**src/design/gbrce_pkg.sv**
```systemverilog
// ----------------------------------------------------------------------------
// gbrce_pkg
// Shared types and constants for the RGB Gaussian blur with edge replication.
// ----------------------------------------------------------------------------
package gbrce_pkg;

	localparam int PIX_W      = 8;
	localparam int RGB_W      = 3 * PIX_W;
	localparam int COEF_W     = 13;
	localparam int WT_W       = 2 * COEF_W;
	localparam int ROW_W      = 13;
	localparam int MAX_HEIGHT = 4096;
	localparam int PIX_MAX    = 255;

	// register indexes on the configuration port
	localparam logic [2:0] REG_HALF   = 3'd0;
	localparam logic [2:0] REG_WIDTH  = 3'd1;
	localparam logic [2:0] REG_HEIGHT = 3'd2;
	localparam logic [2:0] REG_COEF0  = 3'd3;
	localparam logic [2:0] REG_COEF1  = 3'd4;
	localparam logic [2:0] REG_COEF2  = 3'd5;

	// control from the sequencer to the accumulator
	typedef struct packed {
		logic valid;
		logic clear;
	} gbrce_tap_t;

	// 1D weight by distance from the center
	function automatic logic [COEF_W-1:0] coef_sel(input logic [3:0] d,
		input logic [COEF_W-1:0] c0, input logic [COEF_W-1:0] c1,
		input logic [COEF_W-1:0] c2);
		logic [COEF_W-1:0] g;
		case (d)
			4'd0: g = c0;
			4'd1: g = c1;
			4'd2: g = c2;
			default: g = '0;
		endcase
		return g;
	endfunction

endpackage

```
**src/design/gbrce_mac.sv**
```systemverilog
// ----------------------------------------------------------------------------
// gbrce_mac
// Per-channel weighted accumulation of window taps, with truncate and clamp.
// ----------------------------------------------------------------------------
module gbrce_mac
	import gbrce_pkg::*;
#(
	parameter int COEF_FRAC_BITS = 12,
	parameter int ACC_W          = WT_W + PIX_W + 5
) (
	input  logic             clk,
	input  gbrce_tap_t       tap,
	input  logic [RGB_W-1:0] pixel,
	input  logic [WT_W-1:0]  wt,
	output logic [PIX_W-1:0] red,
	output logic [PIX_W-1:0] green,
	output logic [PIX_W-1:0] blue
);

	localparam int SHIFT = 2 * COEF_FRAC_BITS;

	logic [ACC_W-1:0] acc_r_q, acc_g_q, acc_b_q;

	function automatic logic [PIX_W-1:0] finish(input logic [ACC_W-1:0] acc);
		logic [ACC_W-1:0] v;
		v = acc >> SHIFT;
		return (v > ACC_W'(PIX_MAX)) ? PIX_W'(PIX_MAX) : v[PIX_W-1:0];
	endfunction

	// accumulate one tap per cycle
	always_ff @(posedge clk) begin
		if (tap.clear) begin
			acc_r_q <= '0;
			acc_g_q <= '0;
			acc_b_q <= '0;
		end else if (tap.valid) begin
			acc_r_q <= acc_r_q + ACC_W'(pixel[3*PIX_W-1:2*PIX_W] * wt);
			acc_g_q <= acc_g_q + ACC_W'(pixel[2*PIX_W-1:PIX_W] * wt);
			acc_b_q <= acc_b_q + ACC_W'(pixel[PIX_W-1:0] * wt);
		end
	end

	assign red   = finish(acc_r_q);
	assign green = finish(acc_g_q);
	assign blue  = finish(acc_b_q);

endmodule

```
**config.mk**
```make
export PLATFORM = sky130hd
export DESIGN_NAME = gbrce_mac
export DESIGN_NICKNAME = d
export VERILOG_FILES = /design/src/design/gbrce_pkg.sv /design/src/design/gbrce_mac.sv
export SDC_FILE = /design/constraint.sdc
export NUM_CORES = 2
export LEC_CHECK = 0
export CORE_ASPECT_RATIO = 0.8
export CORE_MARGIN = 2
export CORE_UTILIZATION = 55
export CTS_BUF_LIST = sky130_fd_sc_hd__clkbuf_4
export DETAILED_ROUTE_END_ITERATION = 10
export DONT_BUFFER_PORTS = 1
export GPL_ROUTABILITY_DRIVEN = 0
export PLACE_DENSITY = 0.67
export SLEW_MARGIN = 30
export SYNTH_ARGS = -nofsm -noshare
export SYNTH_HDL_FRONTEND = slang
export SYNTH_SLANG_ARGS = --single-unit
```
**constraint.sdc**
```tcl
create_clock -name clk -period 6.3 [get_ports clk]
set_input_delay 0.63 -clock clk [delete_from_list [all_inputs] [get_ports clk]]
set_output_delay 0.63 -clock clk [all_outputs]
set_load 0.05 [all_outputs]
```
[Word-level counts from Yosys, hierarchy flattened]
Cells that the tools add are included.
Storage, ports and cells
  output and inout port bits: 24
  register bits: 117
  logic and storage cells: 15
  input bits: 53
Operators by class
  add/subtract/negate cells: 3
  magnitude comparators: 3
  mux-type cells: 3
  $mul: 3
Operators with widths (number)
  $add A39 B34 Y39: 3
  $mul A8 B26 Y34: 3
  $gt A15 B8 Y1 const B: 3
  $mux W8: 3

[Depth between registers and ports, before layout]
  depth in word-level cells: 2
  gate-level depth with buffers: 22
  gate-level depth less buffers: 20

[Worst setup path before layout]
Ideal clock, no wire load.
  path type: in2reg
  start: input port pixel[16]
  end: register acc_r_q[38]
  library setup time: 0.070 ns
  buffers on the path: 2
  required time: 6.230 ns
  setup slack: 0.807 ns
  arrival time: 5.423 ns
  cell stages on the path: 20
  path through: clkbuf_1 clkbuf_1 nand2_1 fa_1 inv_1 fa_1 fa_1 inv_1 fa_1 inv_1 ha_1 o211ai_1 o211ai_2 nand3_2 a21oi_2 o21ai_2 o31a_1 o31a_1 or3_1 a21oi_1
On the way
  cells in the longest elaborated chain, start to end: 2
Ends and longest elaborated chain
  start, declared: RTL line gbrce_mac.sv:13  | input logic [RGB_W-1:0] pixel,
  $mul A8 B26 Y34: RTL line gbrce_mac.sv:37  | acc_r_q <= acc_r_q + ACC_W'(pixel[3*PIX_W-1:2*PIX_W] * wt);
  $add A39 B34 Y39: RTL line gbrce_mac.sv:37
  end signal, assigned: RTL line gbrce_mac.sv:37
  end, declared: RTL line gbrce_mac.sv:22  | logic [ACC_W-1:0] acc_r_q, acc_g_q, acc_b_q;
Every way passes these cells.
A chain may end at the register's enable or synchronous reset.

[Worst setup path in the final report]
  start: register acc_b_q[19]
  end: register acc_b_q[30]
On the way
  cells in the longest elaborated chain, start to end: 1
Ends and longest elaborated chain
  start, declared: RTL line gbrce_mac.sv:22
  start signal, assigned: RTL line gbrce_mac.sv:39  | acc_b_q <= acc_b_q + ACC_W'(pixel[PIX_W-1:0] * wt);
  $add A39 B34 Y39: RTL line gbrce_mac.sv:39
Every way passes these cells.

==> results.cfg <==
[sta]
tns_ns = 0
tightest_slew_ns = 0.888
rsz0062_at_grt = false
skew_ns = 0.0278
finalSetupViolCount = 0
fin_crit_ns = 5.56
fin_crit_sh = 0.882
hold_viol_final = 0
holdWs_ns = 0.0932
maxSlewViolCount = 0
fin_ws_ns = 0.745
fmax_mhz = 180
maxSlewHeadroom = 0.403

[synthesis]
synth_edf_count = 0
synth_area_sq_um = 27300
synth_warnings = 0
syn-num-nets = 3982
synth_adder_area_share = 0.469
synth-xor-area-share = 0.0263
synth_compound_area_frac = 0.0811
ys_seq_area_frac = 0.0859
synth.area.top_cells = fa_1, inv_1, and2_1
synth_top_family_by_area = adder cells
synth.top_cell.area_share = 0.388
synth.area.mux_share = 0.0237
yosys.area_share.simple = 0.194
syn_avg_cell_area_sq_um = 8.46
ys_types = 69
synthFlopType = dfxtp_1
yosys.area.top_type = fa_1
async_reset_ff_frac = 0
synth_cells = 3224
ys_ff_latch = 117

[critical_path]
critPathCapture = acc_b_q[30]$_SDFFE_PP0P_
end_kind = flip-flop
crit_fanout = 5
cp.required_ns = 6.93
worstSetupPathType = reg2reg
worstPathCellList = inv_1, fa_1, inv_1, fa_1, fa_1, inv_1, fa_1, inv_1, ha_1, a21oi_1, o21ai_0, nor3_1, nand3_1, nand2_1, o21ai_0, a221oi_1, or4_1, o311ai_0
cp_num_cells = 18
crit_buf_inv = 4
worstRegToRegCells = 18
r2r_start = acc_b_q[19]$_SDFFE_PP0P_
r2r_slack_ns = 0.74
r2r-end = acc_b_q[30]$_SDFFE_PP0P_
critPathMaxStageDelay_ns = 0.57
crit_path_top_delay_cell = a221oi_1
cp.arrival_ns = 6.18
worstSetupStartpoint = acc_b_q[19]$_SDFFE_PP0P_
critical_path.top_delay_family = adder cells
cp-start-kind = flip-flop

[floorplanning]
rows = 72
start_util = 0.560
dieHeight_um = 203
core-area_sq_um = 48600
io_pins = 77
dieArea_sq_um = 51400
die_x_um = 253

[drt]
drc = 0
met1_length_mm = 28.6
first_iter_violations = 1301
wl_per_cell_um = 17.5
met3WireLength_mm = 4.53
num_vias = 20800
ant_nets = 0
topRoutingLayerUsed = met4
drt-pass1-iter-count = 6
route.met2.wl_mm = 31.1
vias_per_cell = 5.55
routed_wl_mm = 65.7

[global_route]
grt_pass1_wl_mm = 112
grt_max_degree = 103
antenna_found_initial = 2
grt_pass1_vias = 21900
track_usage = 0.276
grt_overflow = 0

[clock_network]
path_clk_slew_ns = 0.14
cts_tree = built
cts_made_buffers = 17
htreeDepth = 4
post-cts-setup-buffers = 0
cts-root-buf = clkbuf_4
clock_path_buffers = 2
cts_sinks = 117
clk_latency_ns = 0.75

[placed_design]
port_buffers = 0
hpwl_mm = 49.2
dp_slack_ns = 0.710
dp_cells = 3706

[hold_path]
hp-class = in2reg

[outcome]
status = complete, no violations

[final_layout]
final_layout_size_suffix_gt1_frac = 0.0193
n_fill_cell = 4453
area.growth.synth_to_final_pct = 2.29
nNetsFinal = 3859
final_cell_mix = inv_1, fa_1, and2_1
layout_commonest_cell = inv_1
final_cells = 3748

[job]
max_cap_violations = 0
[cell usage after synthesis, drive strengths merged (3+ instances only)]
cell / instances
o31a: 8
nor2: 141
a21o: 39
o31ai: 3
buf: 17
a31oi: 10
a211oi: 21
nor3: 18
o311ai: 6
o21bai: 13
or3: 9
nor2b: 18
ha: 177
mux2: 5
xor2: 32
dfxtp: 117
o21ai: 65
o21a: 12
nand4: 16
nand2b: 10
a221oi: 3
mux2i: 59
clkbuf: 132
nand3: 45
and3: 9
or4: 4
fa: 528
o211ai: 12
and4: 3
o22ai: 14
inv: 723
nand2: 324
nor4: 4
a21boi: 3
xnor2: 50
a21oi: 119
or2: 12
and2: 415
o2111ai: 3
[metrics by stage]
stage               utilization  cell area (sq um)
floorplan                     -              27300
global placement          0.565              27500
detailed placement        0.565              27500
CTS                       0.573              27900
global route              0.573              27900
finish                    0.573              27900
[timing repair]
item / CTS / global route
resized for setup: 0 / 0
endpoints found under the setup margin: 0 / 0
hold buffers: 5 / 0
endpoints found under the hold margin: 102 / 0
[metal layers]
metal  global-route usage  up-vias
met5                    0        -
met4               0.0769        0
met3               0.0527      107
met2                0.446      623
met1                0.380    10600
li1                     -     9493
[flip-flops by register name, indices dropped and copies added, names as in the netlist]
signal / flops
acc_g_q: 39
acc_b_q: 39
acc_r_q: 39
[final cells by class]
type                            instances  area, sq um  share of cell area
Antenna cell                            6         15.0            0.000538
Multi-Input combinational cell       2234        21600               0.776
Inverter                              724         2720              0.0975
Timing Repair Buffer                    7          100             0.00359
Tap cell                              629          787              0.0282
Clock inverter                         11          135             0.00485
Clock buffer                           20          150             0.00538
Sequential cell                       117         2340              0.0840
[worst min path at each step]
stage | start | end | slack, ns | cells past startpoint
floorplan | acc_r_q[31]$_SDFFE_PP0P_ | acc_r_q[31]$_SDFFE_PP0P_ | 0.43 | 2
global placement | acc_r_q[31]$_SDFFE_PP0P_ | acc_r_q[31]$_SDFFE_PP0P_ | 0.44 | 2
detailed placement | acc_b_q[7]$_SDFFE_PP0P_ | acc_b_q[7]$_SDFFE_PP0P_ | 0.45 | 2
CTS | tap[1] | acc_r_q[26]$_SDFFE_PP0P_ | 0.001 | 2
global route | tap[1] | acc_b_q[27]$_SDFFE_PP0P_ | 0.02 | 2
finish | tap[1] | acc_r_q[18]$_SDFFE_PP0P_ | 0.09 | 2
[kinds of logic (layout without fill, tap and decap cells)]
kind of cell               after synthesis  in the layout
DFF                                    117            117
buffers and inverters                  873            762
muxes                                   64             64
adders and majority gates              705            705
AOI/OAI and AO/OA                      348            348
and+or+nand+nor                       1035           1035
xor gates and xnor gates                82             82
other                                    0              6
Power is left out: the tool's default activity adds up to more than one toggle a clock period on the data nets, which glitch-free logic cannot reach.
